--- src/sv/scsr_pkg.sv ---
// Shared types and constants for the scan code screen router.
`timescale 1ns / 1ps
`default_nettype none
package scsr_pkg;

  localparam int SCREEN_COUNT_DEF = 4;
  localparam int QUEUE_DEPTH_DEF  = 16;

  // F1..F4 select a screen instead of being queued
  localparam logic [7:0] SWITCH_FIRST = 8'h3B;
  localparam logic [7:0] SWITCH_LAST  = 8'h3E;

  localparam logic ACT_ARRIVE = 1'b0;
  localparam logic ACT_READ   = 1'b1;

  typedef struct packed {
    logic       action;
    logic [7:0] scan_code;
    logic [1:0] screen;
  } scsr_in_t;

  typedef struct packed {
    logic       key_valid;
    logic [7:0] key;
    logic       dropped;
    logic [1:0] current_screen;
    logic [1:0] previous_screen;
    logic       still_available;
  } scsr_out_t;

endpackage
`default_nettype wire

--- src/sv/scsr_chan_if.sv ---
// Valid/ready channel interface carrying one word of a given payload type.
`timescale 1ns / 1ps
`default_nettype none
interface scsr_chan_if #(
  parameter type PAYLOAD_T = logic
);
  logic     valid;
  logic     ready;
  PAYLOAD_T payload;

  modport source (output valid, output payload, input ready);
  modport sink   (input valid, input payload, output ready);
endinterface
`default_nettype wire

--- src/sv/scan_code_screen_router_fifos.sv ---
// Top level: per-screen scan code queues with screen switching on F1..F4.
`timescale 1ns / 1ps
`default_nettype none
// Keeps one FIFO of keyboard scan codes per virtual screen in a single code
// RAM, with per-screen read pointers and fill counts in flops. An arrival of
// F1..F4 switches screens; any other arriving code joins the current screen's
// queue or is dropped (flagged) when it is full. A read pops the oldest code of
// the named screen, or returns key_valid low and key zero when it is empty.
// Throughput is one word per cycle while the output is not stalled; each result
// passes through the s1 stage, which also takes the registered read of the code
// RAM, and then the output register. Pointer and count updates happen at
// acceptance, so back-to-back items always see the state left by the previous
// one. Only screens 0..3 can be addressed through the 2-bit screen fields.
module scan_code_screen_router_fifos #(
  parameter int SCREEN_COUNT = scsr_pkg::SCREEN_COUNT_DEF,
  parameter int QUEUE_DEPTH  = scsr_pkg::QUEUE_DEPTH_DEF
) (
  input wire logic clk,
  input wire logic rst_n,
  scsr_chan_if.sink   in_chan,
  scsr_chan_if.source out_chan
);
  import scsr_pkg::*;

  localparam int SCR_W  = $clog2(SCREEN_COUNT);
  localparam int PTR_W  = $clog2(QUEUE_DEPTH);
  localparam int CNT_W  = $clog2(QUEUE_DEPTH + 1);
  localparam int RAM_D  = SCREEN_COUNT * QUEUE_DEPTH;
  localparam int ADDR_W = $clog2(RAM_D);

  logic [PTR_W-1:0] rp_r  [SCREEN_COUNT];
  logic [CNT_W-1:0] cnt_r [SCREEN_COUNT];
  logic [1:0]       sel_r, sel_nxt;
  logic [1:0]       prev_r, prev_nxt;

  logic             s1_valid_r;
  logic             s1_pop_r;
  logic             s1_dropped_r;
  logic             s1_avail_r;
  logic [1:0]       s1_cur_r;
  logic [1:0]       s1_prev_r;

  logic             out_valid_r;
  scsr_out_t        out_data_r;

  scsr_in_t         in_w;
  logic             in_fire;
  logic             is_read;
  logic             is_switch;
  logic [1:0]       new_scr;
  logic [1:0]       idx2;
  logic [SCR_W-1:0] idx;
  logic [PTR_W-1:0] rp;
  logic [CNT_W-1:0] cnt;
  logic             full;
  logic             pop;
  logic             push;
  logic             avail;
  logic [PTR_W:0]   wp_sum;
  logic [PTR_W-1:0] wp;
  logic [PTR_W-1:0] rp_inc;
  logic [ADDR_W-1:0] base;
  logic [ADDR_W-1:0] waddr;
  logic [ADDR_W-1:0] raddr;
  logic [7:0]       ram_rdata;
  logic             s1_move;

  assign in_w    = in_chan.payload;
  assign s1_move = s1_valid_r && (!out_valid_r || out_chan.ready);
  assign in_chan.ready = !s1_valid_r || s1_move;
  assign in_fire = in_chan.valid && in_chan.ready;

  assign is_read   = (in_w.action == ACT_READ);
  assign is_switch = !is_read && (in_w.scan_code >= SWITCH_FIRST) &&
                     (in_w.scan_code <= SWITCH_LAST);
  assign new_scr   = 2'(in_w.scan_code - SWITCH_FIRST);

  // one queue is touched per word: the named one, the new one or the current one
  always_comb begin
    if (is_read) begin
      idx2 = in_w.screen;
    end else if (is_switch) begin
      idx2 = new_scr;
    end else begin
      idx2 = sel_r;
    end
  end

  assign idx  = SCR_W'(idx2);
  assign rp   = rp_r[idx];
  assign cnt  = cnt_r[idx];
  assign full = (cnt == CNT_W'(QUEUE_DEPTH));
  assign pop  = is_read && (cnt != '0);
  assign push = !is_read && !is_switch && !full;
  assign avail = is_read ? (cnt > CNT_W'(1)) : (push || (cnt != '0));

  // rp and cnt are both below the depth when pushing, so one subtract wraps
  assign wp_sum = (PTR_W+1)'(rp) + (PTR_W+1)'(cnt[PTR_W-1:0]);
  assign wp     = (wp_sum >= (PTR_W+1)'(QUEUE_DEPTH)) ?
                  PTR_W'(wp_sum - (PTR_W+1)'(QUEUE_DEPTH)) : PTR_W'(wp_sum);
  assign rp_inc = (rp == PTR_W'(QUEUE_DEPTH - 1)) ? '0 : PTR_W'(rp + PTR_W'(1));

  assign base  = ADDR_W'(idx) * ADDR_W'(QUEUE_DEPTH);
  assign waddr = base + ADDR_W'(wp);
  assign raddr = base + ADDR_W'(rp);

  always_comb begin
    sel_nxt  = sel_r;
    prev_nxt = prev_r;
    if (in_fire && is_switch) begin
      prev_nxt = sel_r;
      sel_nxt  = new_scr;
    end
  end

  scsr_ram #(
    .WIDTH (8),
    .DEPTH (RAM_D)
  ) u_code_ram (
    .clk   (clk),
    .we    (in_fire && push),
    .waddr (waddr),
    .wdata (in_w.scan_code),
    .re    (in_fire && pop),
    .raddr (raddr),
    .rdata (ram_rdata)
  );

  always_ff @(posedge clk) begin
    if (!rst_n) begin
      for (int i = 0; i < SCREEN_COUNT; i++) begin
        rp_r[i]  <= '0;
        cnt_r[i] <= '0;
      end
      sel_r       <= '0;
      prev_r      <= '0;
      s1_valid_r  <= 1'b0;
      out_valid_r <= 1'b0;
    end else begin
      sel_r  <= sel_nxt;
      prev_r <= prev_nxt;
      if (in_fire && pop) begin
        rp_r[idx]  <= rp_inc;
        cnt_r[idx] <= cnt - CNT_W'(1);
      end else if (in_fire && push) begin
        cnt_r[idx] <= cnt + CNT_W'(1);
      end
      if (in_fire) begin
        s1_valid_r <= 1'b1;
      end else if (s1_move) begin
        s1_valid_r <= 1'b0;
      end
      if (s1_move) begin
        out_valid_r <= 1'b1;
      end else if (out_chan.ready) begin
        out_valid_r <= 1'b0;
      end
    end
  end

  // payload registers
  always_ff @(posedge clk) begin
    if (in_fire) begin
      s1_pop_r     <= pop;
      s1_dropped_r <= !is_read && !is_switch && full;
      s1_avail_r   <= avail;
      s1_cur_r     <= sel_nxt;
      s1_prev_r    <= prev_nxt;
    end
    if (s1_move) begin
      out_data_r.key_valid       <= s1_pop_r;
      out_data_r.key             <= s1_pop_r ? ram_rdata : 8'h00;
      out_data_r.dropped         <= s1_dropped_r;
      out_data_r.current_screen  <= s1_cur_r;
      out_data_r.previous_screen <= s1_prev_r;
      out_data_r.still_available <= s1_avail_r;
    end
  end

  assign out_chan.valid   = out_valid_r;
  assign out_chan.payload = out_data_r;

`ifndef SYNTHESIS
  a_cnt_bound: assert property (@(posedge clk) disable iff (!rst_n)
    cnt <= CNT_W'(QUEUE_DEPTH))
    else $error("queue fill count above depth");

  a_stall_blocks: assert property (@(posedge clk) disable iff (!rst_n)
    (s1_valid_r && out_valid_r && !out_chan.ready) |-> !in_chan.ready)
    else $error("input accepted while pipeline is blocked");

  a_empty_read: assert property (@(posedge clk) disable iff (!rst_n)
    (in_fire && is_read && (cnt == '0)) |=> (!s1_pop_r && !s1_avail_r))
    else $error("read of empty queue produced a code");

  a_no_key_no_data: assert property (@(posedge clk) disable iff (!rst_n)
    (out_valid_r && !out_data_r.key_valid) |-> (out_data_r.key == 8'h00))
    else $error("key nonzero without key_valid");
`endif

endmodule
`default_nettype wire

--- src/sv/scsr_ram.sv ---
// Generic single-port-write, single-port-read RAM with registered read data.
`timescale 1ns / 1ps
`default_nettype none
module scsr_ram #(
  parameter int WIDTH = 8,
  parameter int DEPTH = 64,
  parameter int ADDR_W = (DEPTH > 1) ? $clog2(DEPTH) : 1
) (
  input  wire logic              clk,
  input  wire logic              we,
  input  wire logic [ADDR_W-1:0] waddr,
  input  wire logic [WIDTH-1:0]  wdata,
  input  wire logic              re,
  input  wire logic [ADDR_W-1:0] raddr,
  output logic      [WIDTH-1:0]  rdata
);

  logic [WIDTH-1:0] mem_r [DEPTH];

  always_ff @(posedge clk) begin
    if (we) begin
      mem_r[waddr] <= wdata;
    end
    if (re) begin
      rdata <= mem_r[raddr];
    end
  end

endmodule
`default_nettype wire
--- src/flat_wrapper.sv ---
// flat-port wrapper written by rule: the top's interface ports become plain ports
module scan_code_screen_router_fifos_flat import scsr_pkg::*;
#(
  parameter int SCREEN_COUNT = scsr_pkg::SCREEN_COUNT_DEF,
  parameter int QUEUE_DEPTH  = scsr_pkg::QUEUE_DEPTH_DEF
)
  (clk, rst_n, in_chan_valid, in_chan_payload, in_chan_ready, out_chan_valid, out_chan_payload, out_chan_ready);
  scsr_chan_if in_chan_i ();
  scsr_chan_if out_chan_i ();
  input wire logic clk;
  input wire logic rst_n;
  input wire logic [$bits(in_chan_i.valid)-1:0] in_chan_valid;
  input wire logic [$bits(in_chan_i.payload)-1:0] in_chan_payload;
  output wire logic [$bits(in_chan_i.ready)-1:0] in_chan_ready;
  output wire logic [$bits(out_chan_i.valid)-1:0] out_chan_valid;
  output wire logic [$bits(out_chan_i.payload)-1:0] out_chan_payload;
  input wire logic [$bits(out_chan_i.ready)-1:0] out_chan_ready;
  assign in_chan_i.valid = in_chan_valid;
  assign in_chan_i.payload = in_chan_payload;
  assign in_chan_ready = in_chan_i.ready;
  assign out_chan_valid = out_chan_i.valid;
  assign out_chan_payload = out_chan_i.payload;
  assign out_chan_i.ready = out_chan_ready;
  scan_code_screen_router_fifos #(.SCREEN_COUNT(SCREEN_COUNT), .QUEUE_DEPTH(QUEUE_DEPTH)) u_core (.clk(clk), .rst_n(rst_n), .in_chan(in_chan_i), .out_chan(out_chan_i));
endmodule
--- config.mk ---
export PLATFORM = sky130hd
export DESIGN_NAME = scan_code_screen_router_fifos_flat
export DESIGN_NICKNAME = d
export VERILOG_FILES = /design/src/sv/scsr_pkg.sv /design/src/sv/scsr_chan_if.sv /design/src/sv/scan_code_screen_router_fifos.sv /design/src/sv/scsr_ram.sv /design/src/flat_wrapper.sv
export SDC_FILE = /design/constraint.sdc
export NUM_CORES = 1
export LEC_CHECK = 0
export BUFFER_PORTS_ARGS = -buffer_cell sky130_fd_sc_hd__buf_2
export CORE_AREA = 3 3 40 42
export DETAILED_ROUTE_END_ITERATION = 10
export DIE_AREA = 0 0 43 45
export GPL_ROUTABILITY_DRIVEN = 0
export HOLD_SLACK_MARGIN = 0.02
export PLACE_DENSITY = 0.3
export SETUP_SLACK_MARGIN = 0.02
export SYNTH_ARGS = -nofsm -noshare
export SYNTH_HDL_FRONTEND = slang
export SYNTH_SLANG_ARGS = --single-unit
--- constraint.sdc ---
create_clock -name clk -period 0.9 [get_ports clk]
set_input_delay 0.225 -clock clk [delete_from_list [all_inputs] [get_ports clk]]
set_output_delay 0.225 -clock clk [all_outputs]
set_load 0.02 [all_outputs]
==> metrics.sh <==
RESULT_OF_THE_RUN='finished, violations left'
FAILING_CHECKS='negative setup slack'
HOLD-PATH-ENDPOINT='u_core.out_chan.valid'
REQUIRED_PS=670
CRITPATHMAXFANOUT=3
TIMING.HOLD.WS_PS=203.4
SYNTH_TOP_FLOP_CELL='edfxtp_1'
GRT_MAX_DEGREE=4
ANTENNA_FOUND_INITIAL=0
DESIGN.FINAL.NETS=31
CTS.HOLD.BUFFERS_ADDED=0
TIMING.FINAL.SETUP_VIOLATIONS=5
POSTSYNTHREGISTERBITS=4
TIMING.CRITICAL_PATH.SLOWEST_CELL_DELAY_PS=320
NETLIST-CELL-TYPE-COUNT=9
FINAL_HOLD_VIOL_COUNT=0
CTS_BUFFER_DEPTH=2
SYNTH_TOP_FAMILY_BY_AREA='simple AND/OR/NAND/NOR gates'
YS_TOP_CELLS_BY_COUNT='dfxtp_1 (2), edfxtp_1 (2), inv_1 (2), nor2b_1 (2)'
FINAL_LAYOUT_SIZE_SUFFIX_GT1_SHARE_PCT=66.67
FINAL_UTIL_PCT=20.84
CLOCK_TREE.ROOT_CELL='clkbuf_4'
SYNTH_ENABLE_FLOP_CELLS=2
POST_SYNTH_XOR_AREA_FRACTION_PCT=0
REGISTER_AREA_SHARE_AFTER_SYNTHESIS_PCT=66.67
POST_ROUTE_SETUP_TNS_PS=-429.7
TIMING.FINAL.MAX_SLEW_VIOLATIONS=0
GRT_FIRST_PASS_WIRELENGTH_UM=469
NETLIST.AREA_LEADER.SHARE_PCT=40.00
SYN-MEAN-INSTANCE-AREA_UM2=11.55
VIA_COUNT_OF_THE_FIRST_GLOBAL_ROUTING_PASS=124
SYNTH-ASYNC-RESET-RATIO_PCT=0
CTS_HTREE_LEVELS=1
FINALWORSTSETUPSLACK_PS=-148.6
ARRIVAL_PS=820
DETAILEDPLACEMENTHPWL_UM=214.1
ENDPOINT_KIND='output pin'
DRT_FIRST_PASS_ITERS=2
DRT_ITER0_MARKERS=3
DP_SLACK_PS=-24.33
DIEAREA_UM2=1935
AREAGROWTHSYNTHTOFINISH_PCT=78.33
POST_SYNTH_AND_OR_NAND_NOR_AREA_FRACTION_PCT=15.83
MIN-DELAY-START='rst_n'
GRT.TOTAL_USAGE_PCT=4.420
SYNTH_AREA_LEADERS='edfxtp_1 (40%), dfxtp_1 (27%), nor2b_1 (8.3%), a21boi_0 (5.0%), inv_1 (5.0%)'
ROUTE.VIAS.TOTAL=125
OVERFLOW=0
CLOCK-SKEW-FINAL_PS=4.787
SUMMED_INSTANCE_AREA_OF_THE_SYNTHESIZED_NETLIST_UM2=150.1
MAX_FREQ_MHz=953.7
R2R_END='u_core.out_chan.payload'
MAX_CAP_VIOLATIONS=0
FP.DIEH_UM=45
WL_UM=279
AVGVIACOUNTPERCELL=3.205
FLOORPLAN.ROWS=13
DETAIL-ROUTE-ANTENNA-NETS=0
IO-PIN-COUNT=8
WORST_VOLTAGE_DROP_ACROSS_THE_VDD_GRID_V=0.0005720
DIODES=0
LARGEST_AREA_CONTRIBUTOR_IN_THE_NETLIST='edfxtp_1'
SYN-INSTANCE-COUNT=13
SYNTH_WARNINGS=0
WORSTREGTOREGCELLS=3
NUMCTSBUFFERS=3
INITIAL_UTILIZATION_PCT=11.68
RSZ_0062_RAISED_AFTER_GLOBAL_ROUTING='true'
CLK-INSERTION-DELAY-LATE_PS=230
MIN_PERIOD_OVER_PERIOD_PCT=116.5
SYNTH_FP_NETS=18
PERIOD_MINUS_SLACK_PS=1049
TOTAL_POWER_W=0.0004747
CRITICAL_SETUP_PATH_KIND='register to output pin'
CTS_NUM_SINKS=4
REGTOREGSTARTPOINT='u_core.out_chan.valid'
CRIT_PATH_TOP_DELAY_CELL='dfxtp_2'
POWER.DENSITY_CELL_AREA_nW_PER_UM2=1773
WORSTSETUPSTARTPOINTTYPE='register'
WORST-R2R-SETUP-SLACK_PS=-70
COREAREA_UM2=1285
CRIT_CHAIN='nand3b_1 -> buf_6'
CLOCK_TREE_FROM_TRITONCTS='done'
POST_DRT_WL_PER_CELL_UM=7.154
POST_SYNTH_FA_HA_MAJ_AREA_FRACTION_PCT=0
DRC=0
HOLDPATHSTAGES=2
SYNTH_COMPOUND_GATE_AREA_SHARE_PCT=10.00
DIE_W_UM=43
IO_BUFFER_COUNT=6
PATH_CLK_SLEW_PS=40
WORST_HOLD_PATH_TYPE='input pin to register'
POWER_LEAKAGE_nW=0.1190
SYNTH.AREA.MUX_SHARE_PCT=0
-- state kept, by name, indices dropped and copies added, names as in the netlist --
register                 flops
u_core.s1_valid_r            1
u_core.s1_avail_r            1
u_core.out_chan.payload      1
u_core.out_chan.valid        1
-- stage by stage --
| stage | instance area [µm²] | std cells |
|---|---|---|
| after floorplan | 151.4 | 13 |
| after global placement | 200.2 | 34 |
| after detailed placement | 200.2 | 34 |
| after CTS | 251.5 | 38 |
| after global routing | 267.8 | 39 |
| final | 267.8 | 39 |
-- logic make-up after synthesis --
kind of cell	count (synthesis)
and+or+nand+nor	4
AOI/OAI and AO/OA	2
buffers and inverters	2
other	1
DFF	4
-- final cells by class --
| type | count | area (µm²) |
|---|---|---|
| well taps | 15 | 18.77 |
| inverters | 2 | 7.507 |
| flip-flops and latches | 4 | 102.6 |
| fillers | 150 | 1017 |
| multi-input cells | 7 | 52.55 |
| clock buffers | 3 | 22.52 |
| repair buffers | 8 | 63.81 |
-- worst max path at each step --
stage,from,cells after the start,endpoint,slack [ps]
floorplan,u_core.out_chan.valid,3,u_core.s1_avail_r,-100
global placement,out_chan_ready,3,in_chan_ready,-20
detailed placement,out_chan_ready,3,in_chan_ready,-20
CTS,u_core.out_chan.valid,2,in_chan_ready,-190
global route,u_core.out_chan.valid,2,in_chan_ready,-210
finish,u_core.s1_valid_r,2,in_chan_ready,-150
-- report_power, final --
group,switching [W],internal (W)
Sequential,0.00000421,0.000204
Combinational,0.0000201,0.0000267
Clock,0.0000707,0.000149
Total,0.0000950,0.000380
-- worst max-delay path: cells and delay by family, from the launching register on --
kind,cells,cell delay (ps)
buf+inv,1,150
simple gates,1,120
flops,1,320
-- layer usage --
metal  vias to the layer above  GRT usage (%)  routed length (µm)
li1                         62              -                   -
met1                        53          2.663                 105
met2                         8          5.389                 127
met3                         2          4.781                  30
met4                         0          7.229                  16
met5                         -              0                   0
-- cells in the final DEF, fill, tap and decap left out --
cell and instances:
nand3b_1 1, edfxtp_1 2, buf_4 2, nand2_2 1, buf_6 3, o21a_1 1, conb_1 1, nor2b_1 1
inv_2 1, inv_1 1, buf_2 3, clkbuf_4 3, dfxtp_2 2, nor2b_4 1, a21boi_0 1
-- repair_timing --
action / 4_1_cts / 5_1_grt
resized for setup: 7 / 4
pin swaps: 1 / 1
buffers inserted: 1 / 1
setup endpoints to repair: 4 / 5
Note: power is estimated with default switching activity, not from simulation.
